==> src/rtl/dwpw_pkg.sv <==
package dwpw_pkg;

  localparam logic [15:0] PanelWidth  = 16'd240;
  localparam logic [15:0] PanelHeight = 16'd320;

  localparam logic [15:0] ColEndReset = PanelWidth - 16'd1;
  localparam logic [15:0] RowEndReset = PanelHeight - 16'd1;

  localparam logic [7:0] CmdColumnAddr  = 8'h2A;
  localparam logic [7:0] CmdPageAddr    = 8'h2B;
  localparam logic [7:0] CmdMemoryWrite = 8'h2C;

  localparam logic KindCommand = 1'b0;
  localparam logic KindData    = 1'b1;

  localparam logic [1:0] PhaseStartLow = 2'd1;
  localparam logic [1:0] PhaseEndLow   = 2'd3;

  typedef enum logic [1:0] {
    ModeIdle  = 2'd0,
    ModeCols  = 2'd1,
    ModeRows  = 2'd2,
    ModeWrite = 2'd3
  } mode_e;

  typedef struct packed {
    logic       kind;
    logic [7:0] value;
  } in_item_t;

  typedef struct packed {
    logic [15:0] column;
    logic [15:0] row;
    logic [15:0] pixel;
    logic        off_panel;
  } out_item_t;

endpackage

==> src/rtl/dwpw_in_stage.sv <==
module dwpw_in_stage (
  input  logic               clk_i,
  input  logic               rst_ni,
  input  logic               in_valid_i,
  output logic               in_ready_o,
  input  dwpw_pkg::in_item_t in_data_i,
  input  logic               advance_i,
  output logic               item_valid_o,
  output dwpw_pkg::in_item_t item_o
);
  import dwpw_pkg::*;

  logic     valid_q;
  in_item_t item_q;
  logic     load;

  assign in_ready_o = !valid_q || advance_i;
  assign load       = in_valid_i && in_ready_o;

  always_ff @(posedge clk_i or negedge rst_ni) begin
    if (!rst_ni) begin
      valid_q <= 1'b0;
    end else if (load) begin
      valid_q <= 1'b1;
    end else if (advance_i) begin
      valid_q <= 1'b0;
    end
  end

  always_ff @(posedge clk_i) begin
    if (load) begin
      item_q <= in_data_i;
    end
  end

  assign item_valid_o = valid_q;
  assign item_o       = item_q;

endmodule

==> src/rtl/dwpw_core.sv <==
module dwpw_core (
  input  logic                clk_i,
  input  logic                rst_ni,
  input  logic                fire_i,
  input  dwpw_pkg::in_item_t  item_i,
  output logic                result_valid_o,
  output dwpw_pkg::out_item_t result_o
);
  import dwpw_pkg::*;

  mode_e       mode_q, mode_d;
  logic [1:0]  phase_q, phase_d;
  logic [15:0] col_start_q, col_start_d;
  logic [15:0] col_end_q, col_end_d;
  logic [15:0] row_start_q, row_start_d;
  logic [15:0] row_end_q, row_end_d;
  logic [15:0] cursor_col_q, cursor_col_d;
  logic [15:0] cursor_row_q, cursor_row_d;
  logic [7:0]  high_byte_q, high_byte_d;
  logic        have_high_q, have_high_d;
  logic [15:0] word;
  logic        is_cmd;
  logic        is_addr_mode;

  assign word         = {high_byte_q, item_i.value};
  assign is_cmd       = (item_i.kind == KindCommand);
  assign is_addr_mode = (mode_q == ModeCols) || (mode_q == ModeRows);

  always_comb begin
    mode_d = mode_q;
    if (fire_i) begin
      if (is_cmd) begin
        unique case (item_i.value)
          CmdColumnAddr:  mode_d = ModeCols;
          CmdPageAddr:    mode_d = ModeRows;
          CmdMemoryWrite: mode_d = ModeWrite;
          default:        mode_d = ModeIdle;
        endcase
      end else if (is_addr_mode && (phase_q == PhaseEndLow)) begin
        mode_d = ModeIdle;
      end
    end
  end

  always_comb begin
    phase_d        = phase_q;
    col_start_d    = col_start_q;
    col_end_d      = col_end_q;
    row_start_d    = row_start_q;
    row_end_d      = row_end_q;
    cursor_col_d   = cursor_col_q;
    cursor_row_d   = cursor_row_q;
    high_byte_d    = high_byte_q;
    have_high_d    = have_high_q;
    result_valid_o = 1'b0;
    if (fire_i) begin
      if (is_cmd) begin
        have_high_d = 1'b0;
        phase_d     = 2'd0;
        if (item_i.value == CmdMemoryWrite) begin
          cursor_col_d = col_start_q;
          cursor_row_d = row_start_q;
        end
      end else begin
        unique case (mode_q)
          ModeCols, ModeRows: begin
            phase_d = phase_q + 2'd1;
            if (phase_q == PhaseStartLow) begin
              if (mode_q == ModeCols) begin
                col_start_d = word;
              end else begin
                row_start_d = word;
              end
            end else if (phase_q == PhaseEndLow) begin
              if (mode_q == ModeCols) begin
                col_end_d = word;
              end else begin
                row_end_d = word;
              end
            end else begin
              high_byte_d = item_i.value;
            end
          end
          ModeWrite: begin
            if (!have_high_q) begin
              high_byte_d = item_i.value;
              have_high_d = 1'b1;
            end else begin
              have_high_d    = 1'b0;
              result_valid_o = 1'b1;
              if (cursor_col_q >= col_end_q) begin
                cursor_col_d = col_start_q;
                if (cursor_row_q >= row_end_q) begin
                  cursor_row_d = row_start_q;
                end else begin
                  cursor_row_d = cursor_row_q + 16'd1;
                end
              end else begin
                cursor_col_d = cursor_col_q + 16'd1;
              end
            end
          end
          default: begin
          end
        endcase
      end
    end
  end

  assign result_o.column    = cursor_col_q;
  assign result_o.row       = cursor_row_q;
  assign result_o.pixel     = word;
  assign result_o.off_panel = (cursor_col_q >= PanelWidth) || (cursor_row_q >= PanelHeight);

  always_ff @(posedge clk_i or negedge rst_ni) begin
    if (!rst_ni) begin
      mode_q       <= ModeIdle;
      phase_q      <= 2'd0;
      col_start_q  <= 16'd0;
      col_end_q    <= ColEndReset;
      row_start_q  <= 16'd0;
      row_end_q    <= RowEndReset;
      cursor_col_q <= 16'd0;
      cursor_row_q <= 16'd0;
      high_byte_q  <= 8'd0;
      have_high_q  <= 1'b0;
    end else begin
      mode_q       <= mode_d;
      phase_q      <= phase_d;
      col_start_q  <= col_start_d;
      col_end_q    <= col_end_d;
      row_start_q  <= row_start_d;
      row_end_q    <= row_end_d;
      cursor_col_q <= cursor_col_d;
      cursor_row_q <= cursor_row_d;
      high_byte_q  <= high_byte_d;
      have_high_q  <= have_high_d;
    end
  end

endmodule

==> src/rtl/dwpw_out_stage.sv <==
module dwpw_out_stage (
  input  logic                clk_i,
  input  logic                rst_ni,
  input  logic                result_valid_i,
  input  dwpw_pkg::out_item_t result_i,
  output logic                free_o,
  output logic                out_valid_o,
  input  logic                out_ready_i,
  output dwpw_pkg::out_item_t out_data_o
);
  import dwpw_pkg::*;

  logic      valid_q;
  out_item_t data_q;
  logic      load;

  assign free_o = !valid_q || out_ready_i;
  assign load   = result_valid_i && free_o;

  always_ff @(posedge clk_i or negedge rst_ni) begin
    if (!rst_ni) begin
      valid_q <= 1'b0;
    end else if (load) begin
      valid_q <= 1'b1;
    end else if (out_ready_i) begin
      valid_q <= 1'b0;
    end
  end

  always_ff @(posedge clk_i) begin
    if (load) begin
      data_q <= result_i;
    end
  end

  assign out_valid_o = valid_q;
  assign out_data_o  = data_q;

endmodule

==> src/rtl/display_window_pixel_writer.sv <==
// Channel | Direction | Handshake               | Payload
// input   | in        | in_valid_i, in_ready_o   | in_data_i (kind, value)
// output  | out       | out_valid_o, out_ready_i | out_data_o (column, row, pixel, off_panel)
//
// One byte is taken per cycle unless a stalled output holds the input register. A byte that
// completes a pixel loads it into the output register as the byte leaves the input register.
// Reset clears the window to the full panel and leaves the block idle.
// A stalled output stops the input register only once both registers are full.
module display_window_pixel_writer (
  input  logic                clk_i,
  input  logic                rst_ni,
  input  logic                in_valid_i,
  output logic                in_ready_o,
  input  dwpw_pkg::in_item_t  in_data_i,
  output logic                out_valid_o,
  input  logic                out_ready_i,
  output dwpw_pkg::out_item_t out_data_o
);
  import dwpw_pkg::*;

  logic      item_valid;
  in_item_t  item;
  logic      advance;
  logic      free;
  logic      result_valid;
  out_item_t result;

  assign advance = item_valid && free;

  dwpw_in_stage u_in_stage (
    .clk_i        (clk_i),
    .rst_ni       (rst_ni),
    .in_valid_i   (in_valid_i),
    .in_ready_o   (in_ready_o),
    .in_data_i    (in_data_i),
    .advance_i    (advance),
    .item_valid_o (item_valid),
    .item_o       (item)
  );

  dwpw_core u_core (
    .clk_i          (clk_i),
    .rst_ni         (rst_ni),
    .fire_i         (advance),
    .item_i         (item),
    .result_valid_o (result_valid),
    .result_o       (result)
  );

  dwpw_out_stage u_out_stage (
    .clk_i          (clk_i),
    .rst_ni         (rst_ni),
    .result_valid_i (result_valid),
    .result_i       (result),
    .free_o         (free),
    .out_valid_o    (out_valid_o),
    .out_ready_i    (out_ready_i),
    .out_data_o     (out_data_o)
  );

endmodule

==> config.mk <==
export PLATFORM = sky130hd
export DESIGN_NAME = display_window_pixel_writer
export DESIGN_NICKNAME = d
export VERILOG_FILES = /design/src/rtl/dwpw_pkg.sv /design/src/rtl/dwpw_in_stage.sv /design/src/rtl/dwpw_core.sv /design/src/rtl/dwpw_out_stage.sv /design/src/rtl/display_window_pixel_writer.sv
export SDC_FILE = /design/constraint.sdc
export NUM_CORES = 1
export LEC_CHECK = 0
export BUFFER_PORTS_ARGS = -buffer_cell sky130_fd_sc_hd__buf_2
export CAP_MARGIN = 20
export CORE_MARGIN = 3
export CORE_UTILIZATION = 31
export CTS_BUF_LIST = sky130_fd_sc_hd__clkbuf_8 sky130_fd_sc_hd__clkbuf_16
export DETAILED_ROUTE_END_ITERATION = 10
export GPL_TIMING_DRIVEN = 0
export PLACE_DENSITY_LB_ADDON = 0.3
export SLEW_MARGIN = 30
export SYNTH_ARGS = -nofsm -noshare
export SYNTH_HDL_FRONTEND = slang
export SYNTH_SLANG_ARGS = --single-unit
==> constraint.sdc <==
create_clock -name clk_i -period 4 [get_ports clk_i]
set_input_delay 0.2 -clock clk_i [delete_from_list [all_inputs] [get_ports clk_i]]
set_output_delay 0.2 -clock clk_i [all_outputs]
set_load 0.01 [all_outputs]
# == Word-level counts from Yosys, hierarchy flattened ==
# Cells that the tools add are included.
# Widths: inputs -> output; s select.
# totals
inputBits,13
elab_cells,99
reg_bits,169
# classes
addsub,3
n_eq_ne,16
mux,31
n_lt_le_gt_ge,4
reduce_logical,25
bitwise_logic,2
# ops
operator,count
$mux 16,11
$add 16x1->16 const B,2
$ge 16x16->1,2
$eq 8x6->1 const B,3
$mux 8,3
$reduce_and 6->1,3
$ge 16x8->1 const B,1
$ge 16x9->1 const B,1
$pmux 8 s2,1
$reduce_and 5->1,3
$mux 1,11
$ne 2x1->1 const B,5
$mux 2,4
$reduce_bool 2->1,4
$eq 2x2->1 const B,3
$ne 2x2->1 const B,3
$pmux 2 s3,1
$reduce_and 2->1,3
$eq 2x1->1 const B,2
$logic_and 1x1->1,4
$logic_or 1x1->1,4
$reduce_and 4->1,1
$add 2x1->2 const B,1
$logic_not 1->1,2
2 further kinds,3

# == Logic depth before layout (Yosys ltp) ==
# Gate-level depths: netlist (run 1).
# depth
ltp_word,6
mapped_depth,10
mapped_depth_nobuf,8

# == Cells and area by module ==
# From an unflattened synthesis (run 1), not the netlist that was laid out.
# unflattened
hier_cells,672
hier_area_um2,7856.3
# by_module_without_submodules
mod,cells_each,n_inst,area_each_um2
dwpw_core,605,1,6000.8
dwpw_out_stage,53,1,1525.2
dwpw_in_stage,13,1,324.1
display_window_pixel_writer,1,1,6.3

# == Least setup slack after synthesis (run 1) ==
# Ideal clock, no wire load.
# synth_path
path_type,reg2reg
startpoint,"reg u_out_stage.valid_q, in the netlist u_out_stage.out_valid_o"
endpoint,reg u_out_stage.data_q (netlist bit u_out_stage.out_data_o[0]) (enable)
stages_incl_launch_ff,4
setup_ns,0.456
setup_slack_ns,0.743
arrival_ns,2.801
required_time_ns,3.544
cell_sequence,dfrtp_1 -> nand2b_1 -> nand3_1 -> nor2_1
# synth_between
elab_chain_len,5
# synth_lines
item,line,text
start: declaration,dwpw_out_stage.sv:13,logic valid_q;
start signal: assignment,dwpw_out_stage.sv:22,valid_q <= 1'b0;
start signal: assignment,dwpw_out_stage.sv:24,valid_q <= 1'b1;
start signal: assignment,dwpw_out_stage.sv:26,valid_q <= 1'b0;
$logic_not 1->1 (*),dwpw_out_stage.sv:17,assign free_o = !valid_q || out_ready_i;
$logic_or 1x1->1 (*),dwpw_out_stage.sv:17,
$logic_and 1x1->1,display_window_pixel_writer.sv:28,assign advance = item_valid && free;
$mux 1,dwpw_core.sv:56,if (fire_i) begin
$logic_and 1x1->1 (*),dwpw_out_stage.sv:18,assign load = result_valid_i && free_o;
named net u_out_stage.load,dwpw_out_stage.sv:15,logic load;
end signal: assignment,dwpw_out_stage.sv:32,data_q <= result_i;
end: declaration,dwpw_out_stage.sv:14,out_item_t data_q;
# The timed path passes the listed nets; every way through them passes the cells marked *.
# A chain may end at the register's enable or synchronous reset.

# == Worst setup path after layout (run 1) ==
# layout_path
startpoint,reg u_core.col_end_q[2]
endpoint,reg u_core.cursor_row_q[8]
# layout_between
elab_chain_len,3
# layout_lines
item,line,text
start: declaration,dwpw_core.sv:14,"logic [15:0] col_end_q, col_end_d;"
start signal: assignment,dwpw_core.sv:120,col_end_q <= ColEndReset;
start signal: assignment,dwpw_core.sv:131,col_end_q <= col_end_d;
$ge 16x16->1,dwpw_core.sv:91,if (cursor_col_q >= col_end_q) begin
$ne 2x1->1 (no line),-,
$reduce_and 5->1 (no line),-,
end signal: assignment,dwpw_core.sv:135,cursor_row_q <= cursor_row_d;
end: declaration,dwpw_core.sv:18,"logic [15:0] cursor_row_q, cursor_row_d;"
# Every way passes these cells.

==> reports/qor.csv, run 1 <==
stage,metric,value,unit
outcome,run status,"complete, no violations",
cts,number of buffers added for setup after CTS,0,
routing,count of antenna-violating nets left after detailed routing,0,
grt,wire length of the first global-routing pass,32900,um
logic_synthesis,nets in the synthesized netlist,708,
routing,DR DRC count,0,
grt,overall fraction of global-route tracks in use,0.153,
layout,sequential cell area in the final layout,0.00454,mm2
routing,total number of vias,5541,
cts,sink count of the clock tree,169,
routing,detailed-route wire length per cell,19.1,um
critical_path,crit path max fanout,10,
layout,fraction of final layout cells with drive strength greater than 1,0.254,
logic_synthesis,post-synthesis sequential area ratio,0.571,
sta,Tightest Pin Transition,0.940,ns
critical_path,Critical Path End Type,register,
cts,clock transition at the register clock pins on the worst setup and hold paths after CTS,0.06,ns
power,power after layout,3.68,mW
cts,source-to-sink clock delay at the later pin of the worst-skew pair,0.44,ns
logic_synthesis,"Async S/R FF share, synth",0.657,
layout,area grow syn2layout,18.8,%
cts,CTS Buf Count,17,
sta,highest clock rate,0.320,GHz
power,largest voltage drop on the vdd net,275,uV
layout,final std cells w/o fill,1087,
cts,clock tree root buffer cell,sky130_fd_sc_hd__clkbuf_16,
cts,number of gates resized after CTS,0,
logic_synthesis,Main synth FF type,sky130_fd_sc_hd__dfrtp_1,
die,number of placement rows,57,
logic_synthesis,Synth Area per Inst,12.1,um2
critical_path,sequence of cells on the critical path,"inv_1, ha_1, a21o_1, a31oi_1, o21ai_0, a31oi_2, nor2_1, buf_2, a22oi_1",
sta,"Min Clock Period, post-route",3.12,ns
grt,via count of the first global-routing pass,5583,
logic_synthesis,Post-Syn Instances,654,
critical_path,critical path arrival,3.42,ns
cts,Max Root-Sink Buffers,2,
cts,clock tree from TritonCTS,built,
cts,H-Tree Depth,4,
logic_synthesis,synth unique cells,54,
place,Final Wtd Congestion,0.809,
critical_path,worst stage delay on the critical path,0.59,ns
job,maxcap violations,0,
critical_path,cell at the slowest stage of the critical path,sky130_fd_sc_hd__nor2_1,
place,Port Buf Inserts,63,
power,power density relative to cell area,390,mW/mm2
sta,tightest slew margin relative to the limit,0.368,
layout,area of combinational cells with multiple inputs,0.00311,mm2
place,post-detailed-placement half-perimeter wirelength,14200,um
routing,Initial DRC Count,383,
grt,GRT Residual Overflow,0,
die,Chip Height,166,um
layout,fill count,2384,
logic_synthesis,number of register bits inferred by synthesis,169,
routing,DR vias/cell,5.10,
logic_synthesis,area of the mapped netlist,0.00794,mm2
sta,"Hold Vio Cnt, Final",0,
routing,detailed-router iteration count before antenna repair,5,
die,Core Area,0.0247,mm2
hold_path,Hold Startpoint,out_ready_i,
die,I/O pin cnt,64,
sta,setup repair after global routing missed its margin,false,
hold_path,min-delay worst type,in -> reg,
die,Die Outline Area,0.0276,mm2
sta,setup_tns,0,ns
grt,largest net degree at the start of global routing,81,
critical_path,startpoint type of the worst setup path,register,
sta,setup skew after layout,0.0121,ns
power,leak pwr,4.02,nW
die,effective utilization at floorplan,0.321,
critical_path,RR Startpoint,u_core.col_end_q[2],
sta,Final Hold Slack,0.0917,ns
logic_synthesis,Post-synth EDFFs,58,
logic_synthesis,synth top area cells,"sky130_fd_sc_hd__dfrtp_1, sky130_fd_sc_hd__edfxtp_1, sky130_fd_sc_hd__mux2_2, sky130_fd_sc_hd__ha_1, sky130_fd_sc_hd__dfstp_2",
critical_path,WS Path Type,reg -> reg,
logic_synthesis,yosys synthesis warning count,0,
layout,number of nets in the layout,804,
layout,antenna fix cells,0,
critical_path,worst setup path start,u_core.col_end_q[2],
sta,final max-slew violation count,0,
sta,final worst-path cycle share,0.780,
cts,number of hold buffers added after CTS,11,
logic_synthesis,largest area contributor in the synthesized netlist,sky130_fd_sc_hd__dfrtp_1,
routing,Final Routed Wirelength,20700,um
critical_path,data required time at the worst endpoint,4.30,ns
grt,number of antenna violations at the first check in global routing,0,
logic_synthesis,area fraction of the dominant cell type after synthesis,0.306,
place,number of instances in the placed design,1044,
sta,final setup violation count,0,
die,overall die width,166,um
## cell usage after synthesis (15+ instances only)
master	count
sky130_fd_sc_hd__nand4_1	18
sky130_fd_sc_hd__edfxtp_1	58
sky130_fd_sc_hd__inv_1	47
sky130_fd_sc_hd__a21oi_1	15
sky130_fd_sc_hd__ha_1	41
sky130_fd_sc_hd__o21ai_0	42
sky130_fd_sc_hd__nand2_1	49
sky130_fd_sc_hd__nor3_1	16
sky130_fd_sc_hd__nand3_1	32
sky130_fd_sc_hd__mux2_2	61
sky130_fd_sc_hd__nor2_1	18
sky130_fd_sc_hd__dfrtp_1	97
## per-layer routing
| layer | track usage | vias up | wire (um) |
|---|---|---|---|
| li1 | - | 2602 | - |
| met1 | 0.219 | 2773 | 10200 |
| met2 | 0.234 | 143 | 9310 |
| met3 | 0.0362 | 23 | 906 |
| met4 | 0.0434 | 0 | 339 |
| met5 | 0 | - | 0 |
## metrics by stage
step                area, um2  setup slack, ns  utilization
floorplan                7940            0.743            -
detailed placement       8770            0.865        0.354
finish                   9430            0.880        0.381
global placement         8660           -0.651        0.350
global route             9430            0.641        0.381
CTS                      9430            0.865        0.381
## cells by family (layout without fill, tap and decap cells)
logic type	Yosys count	count (layout)	synth area share
buffers and inverters	71	180	0.0392
and+or+nand+nor	172	172	0.114
adders and majority gates	41	41	0.0646
DFF	169	169	0.571
xor gates and xnor gates	13	13	0.0143
muxes	73	73	0.102
AOI/OAI and AO/OA	115	115	0.0945
## worst max-delay path: cells and delay by family, from the launching register on
kind / cells / cell delay (ns)
AND/OR/NAND/NOR: 1 / 0.59
adder cells (fa/ha/maj): 1 / 0.28
AO/OA/AOI/OAI: 5 / 1.15
flip-flops: 1 / 0.53
buffers and inverters: 2 / 0.42
## where the power goes
part,switching [mW],total [mW],internal [mW]
Sequential,0.0838,1.91,1.83
Clock,0.688,1.58,0.894
Combinational,0.111,0.184,0.0730
## layout by cell type (no fill, tap or decap), types with 3 or more instances in the layout
| cell type | n |
|---|---|
| sky130_fd_sc_hd__a2bb2oi_1 | 6 |
| sky130_fd_sc_hd__mux2i_1 | 12 |
| sky130_fd_sc_hd__buf_16 | 3 |
| sky130_fd_sc_hd__buf_6 | 5 |
| sky130_fd_sc_hd__xnor2_1 | 13 |
| sky130_fd_sc_hd__a21o_1 | 4 |
| sky130_fd_sc_hd__clkbuf_8 | 3 |
| sky130_fd_sc_hd__o21ai_0 | 42 |
| sky130_fd_sc_hd__inv_1 | 53 |
| sky130_fd_sc_hd__nor3_1 | 16 |
| sky130_fd_sc_hd__dfrtp_1 | 97 |
| sky130_fd_sc_hd__buf_2 | 68 |
| sky130_fd_sc_hd__mux2_2 | 61 |
| sky130_fd_sc_hd__clkbuf_1 | 12 |
| sky130_fd_sc_hd__and4_1 | 3 |
| sky130_fd_sc_hd__o211ai_1 | 11 |
| sky130_fd_sc_hd__nand2b_1 | 5 |
| sky130_fd_sc_hd__ha_1 | 41 |
| sky130_fd_sc_hd__a21oi_1 | 15 |
| sky130_fd_sc_hd__or3_1 | 3 |
| sky130_fd_sc_hd__dfstp_2 | 14 |
| sky130_fd_sc_hd__nand3_1 | 32 |
| sky130_fd_sc_hd__nand2_1 | 49 |
| sky130_fd_sc_hd__a211oi_1 | 10 |
| sky130_fd_sc_hd__and3_1 | 4 |
| sky130_fd_sc_hd__clkbuf_16 | 17 |
| sky130_fd_sc_hd__a22o_1 | 3 |
| sky130_fd_sc_hd__a22oi_1 | 8 |
| sky130_fd_sc_hd__nor4_1 | 9 |
| sky130_fd_sc_hd__edfxtp_1 | 58 |
| sky130_fd_sc_hd__dlygate4sd3_1 | 11 |
| sky130_fd_sc_hd__nand4_1 | 18 |
| sky130_fd_sc_hd__nor2_1 | 17 |
## registers in the layout (all words and copies together), names as in the netlist, 2 cells and up
register / cells
u_core.phase_q: 2
u_core.col_end_q: 16
u_core.mode_q: 2
u_core.cursor_row_q: 16
u_core.high_byte_q: 8
u_core.row_start_q: 16
u_core.col_start_q: 16
u_in_stage.item_o: 9
u_out_stage.out_data_o: 49
u_core.row_end_q: 16
u_core.cursor_col_q: 16
## final cells by class
cell class / instances / area share
sequential: 169 / 0.481
multi-input combinational: 414 / 0.329
timing repair buffer: 77 / 0.0549
clock buffer: 20 / 0.0495
tap: 324 / 0.0430
inverter: 47 / 0.0187
buffer: 24 / 0.0143
clock inverter: 12 / 0.00942
## worst paths after layout
kind / end / slack [ns] / cells after the start
max: u_core.cursor_row_q[8] / 0.88 / 9
min: u_in_stage.item_valid_o / 0.09 / 3
max reg2reg: u_core.cursor_row_q[8] / 0.88 / 9
min reg2reg: u_out_stage.out_data_o[2] / 0.45 / 0
max in group asynchronous: u_core.row_end_q[1] / 3.07 / 3
min in group asynchronous: u_core.col_end_q[11] / 0.21 / 2
Note: power is estimated with default switching activity, not from simulation.
==> inputs of run 2 (changes only) <==
==> constraint.sdc (replaced) <==
create_clock -name clk_i -period 2.6 [get_ports clk_i]
set_input_delay 0.13 -clock clk_i [delete_from_list [all_inputs] [get_ports clk_i]]
set_output_delay 0.13 -clock clk_i [all_outputs]
set_load 0.01 [all_outputs]
==> run 2 against run 1 <==
Effect of this change:
- clock power up 62%
- via count up 0.47%
- clock skew up 0.0041 ns
- worst setup slack worse by 0.75 ns
- critical path depth down 2
- final area up 1.5%
- non-clock buffer count up 3
- first-iteration DRC count up 15%
- die area unchanged
- hold slack worse by 0.055 ns
- sequential share of layout area down 0.70 points
- flip-flop and latch count unchanged
==> reports/qor.csv, run 2 (synthesis results as in run 1) <==
stage,metric,value,unit,change
sta,setup_tns,0,ns,unchanged
job,maxcap violations,0,,unchanged
critical_path,worst reg2reg setup slack,0.13,ns,-0.75 ns
grt,number of antenna violations at the first check in global routing,1,,+1
cts,CTS Buf Count,17,,unchanged
cts,clock tree root buffer cell,sky130_fd_sc_hd__clkbuf_16,,
outcome,run status,"complete, no violations",,
critical_path,sequence of cells on the critical path,"ha_1, and2_1, a221o_1, nor2_1, a221oi_1, o211a_1, o21ba_2",,
sta,final max-slew violation count,0,,unchanged
die,overall die width,166,um,unchanged
critical_path,critical path arrival,2.85,ns,-0.57 ns
critical_path,startpoint type of the worst setup path,register,,
hold_path,hold path cells,3,,unchanged
cts,Max Root-Sink Buffers,2,,unchanged
critical_path,crit path max fanout,9,,-1
layout,area grow syn2layout,20.6,%,
critical_path,RR Startpoint,u_core.cursor_row_q[15],,
sta,tightest slew margin relative to the limit,0.404,,+0.0357
critical_path,WS Path Type,reg -> reg,,
die,Die Outline Area,0.0276,mm2,unchanged
power,Pint,4.38,mW,+57%
routing,Initial DRC Count,439,,+15%
sta,setup skew after layout,0.0162,ns,+0.00411 ns
layout,most common library cell in the layout ignoring fill and taps,sky130_fd_sc_hd__dfrtp_1,,
cts,sink count of the clock tree,169,,unchanged
sta,Tightest Pin Transition,0.887,ns,-0.0532 ns
hold_path,Hold Startpoint,out_ready_i,,
sta,highest clock rate,0.405,GHz,+27%
routing,DR DRC count,0,,unchanged
sta,"Min Clock Period, post-route",2.47,ns,-0.654 ns
grt,overall fraction of global-route tracks in use,0.151,,-0.00252
hold_path,worst-case hold path end point,u_out_stage.out_valid_o,,
die,I/O pin cnt,64,,unchanged
die,Chip Height,166,um,unchanged
power,power density relative to cell area,606,mW/mm2,+55%
place,post-detailed-placement half-perimeter wirelength,14000,um,-1.4%
power,leak pwr,4.06,nW,+0.89%
power,power after layout,5.80,mW,+58%
routing,detailed-route wire length per cell,18.7,um,-2.2%
power,switching part of the total,0.244,,+0.00460
layout,flip-flop count of the largest register after layout,49,,unchanged
critical_path,Critical Path End Type,register,,
critical_path,cell at the slowest stage of the critical path,sky130_fd_sc_hd__dfrtp_2,,
layout,number of nets in the layout,807,,+0.37%
die,number of placement rows,57,,unchanged
sta,setup repair after global routing missed its margin,false,,
critical_path,worst stage delay on the critical path,0.47,ns,-0.12 ns
grt,largest net degree at the start of global routing,84,,+3.7%
layout,fraction of final layout cells with drive strength greater than 1,0.278,,+0.0238
critical_path,worst r2r path cells,7,,-2
routing,Final Routed Wirelength,20300,um,-2.0%
cts,source-to-sink clock delay at the later pin of the worst-skew pair,0.44,ns,about the same
grt,GRT Residual Overflow,0,,unchanged
layout,antenna fix cells,0,,unchanged
cts,clock transition at the register clock pins on the worst setup and hold paths after CTS,0.07,ns,about the same
power,combinational share of power,0.051,,about the same
layout,"commonest non-fill, non-tap cells in the layout","sky130_fd_sc_hd__dfrtp_1, sky130_fd_sc_hd__buf_2, sky130_fd_sc_hd__mux2_2",,
grt,via count of the first global-routing pass,5499,,-1.5%
routing,total number of vias,5567,,+0.47%
sta,"Hold Vio Cnt, Final",0,,unchanged
place,Final Wtd Congestion,0.857,,+5.9%
power,Clock Power Share,0.441,,+0.011
routing,DR vias/cell,5.11,,+0.19%
critical_path,buffering stage count on the worst path with inverters included,0,,-2
cts,clock tree from TritonCTS,built,,
die,effective utilization at floorplan,0.321,,unchanged
cts,H-Tree Depth,4,,unchanged
sta,final setup violation count,0,,unchanged
critical_path,dominant delay contributor by cell family on the critical path,compound AO/OA/AOI/OAI gates,,
power,switching power of the nets,1.42,mW,+61%
sta,final worst-path cycle share,0.949,,+0.169
power,largest voltage drop on the vdd net,335,uV,+22%
critical_path,worst reg2reg path endpoint,u_core.cursor_row_q[14],,
place,Port Buf Inserts,63,,unchanged
grt,wire length of the first global-routing pass,32400,um,-1.6%
critical_path,data required time at the worst endpoint,2.98,ns,-1.32 ns
routing,detailed-router iteration count before antenna repair,4,,-1
layout,final core utilization,0.387,,+0.00571
hold_path,min-delay worst type,in -> reg,,
die,Core Area,0.0247,mm2,unchanged
routing,count of antenna-violating nets left after detailed routing,0,,unchanged
power,Flop pwr share,0.507,,-0.013
-- run 2: worst max path at each step --
stage | from | endpoint | slack [ns] | depth (start not counted)
finish | u_core.cursor_row_q[15] | u_core.cursor_row_q[14] | 0.13 | 7
floorplan | u_out_stage.out_valid_o | u_out_stage.out_data_o[0] | 0.15 | 3
detailed placement | u_core.cursor_col_q[0] | u_core.cursor_row_q[8] | -0.52 | 9
global route | u_core.cursor_col_q[14] | u_core.cursor_row_q[8] | 0.0001 | 8
CTS | u_in_stage.item_o[4] | u_core.cursor_col_q[2] | 0.01 | 5
global placement | u_in_stage.item_o[8] | u_out_stage.out_data_o[11] | -0.72 | 2
-- run 2: final cells by class --
class | count | area (um2)
fillers | 2428 | 15200
flip-flops and latches | 169 | 4540
multi-input cells | 414 | 3170
repair buffers | 81 | 551
clock buffers | 18 | 439
well taps | 324 | 405
inverters | 47 | 176
clock inverters | 14 | 146
plain buffers | 23 | 145
-- run 2: timing repair --
item,in CTS,in global routing
buffers inserted,2,1
pin swaps,1,2
hold buffers,12,0
endpoints found under the hold margin,109,0
resized for setup,8,20
endpoints found under the setup margin,37,43
-- run 2: power groups by stage --
| stage | logic, mW | clock network [mW] | registers [mW] |
|---|---|---|---|
| after floorplan | 0.166 | 0 | 2.92 |
| after global placement | 0.259 | 0 | 2.99 |
| after detailed placement | 0.271 | 0 | 3.00 |
| after CTS | 0.295 | 2.61 | 2.94 |
| after global routing | 0.333 | 2.76 | 2.95 |
| final | 0.298 | 2.56 | 2.94 |
-- run 2: worst reg2reg max path: stages (launching register included) --
cell and delay (ns):
sky130_fd_sc_hd__dfrtp_2 0.47, sky130_fd_sc_hd__ha_1 0.36, sky130_fd_sc_hd__and2_1 0.20, sky130_fd_sc_hd__a221o_1 0.46, sky130_fd_sc_hd__nor2_1 0.31, sky130_fd_sc_hd__a221oi_1 0.14, sky130_fd_sc_hd__o211a_1 0.24, sky130_fd_sc_hd__o21ba_2 0.22
-- run 2: per-layer routing --
metal	vias to the layer above	share of wire	GRT usage	wire [um]
li1	2595	-	-	-
met1	2793	0.49	0.222	9970
met2	157	0.44	0.221	9010
met3	22	0.051	0.0355	1040
met4	0	0.016	0.0474	322
met5	-	0	0	0
-- run 2: metrics by stage --
step	area (um2)	setup WS (ns)	instances	hold WS, ns
detailed placement	8770	-0.520	1044	0.00295
global route	9580	0.000117	1090	0.0864
finish	9580	0.134	1090	0.0365
floorplan	7940	0.149	654	-0.166
global placement	8660	-0.725	1041	0.306
CTS	9520	0.0129	1090	0.0235
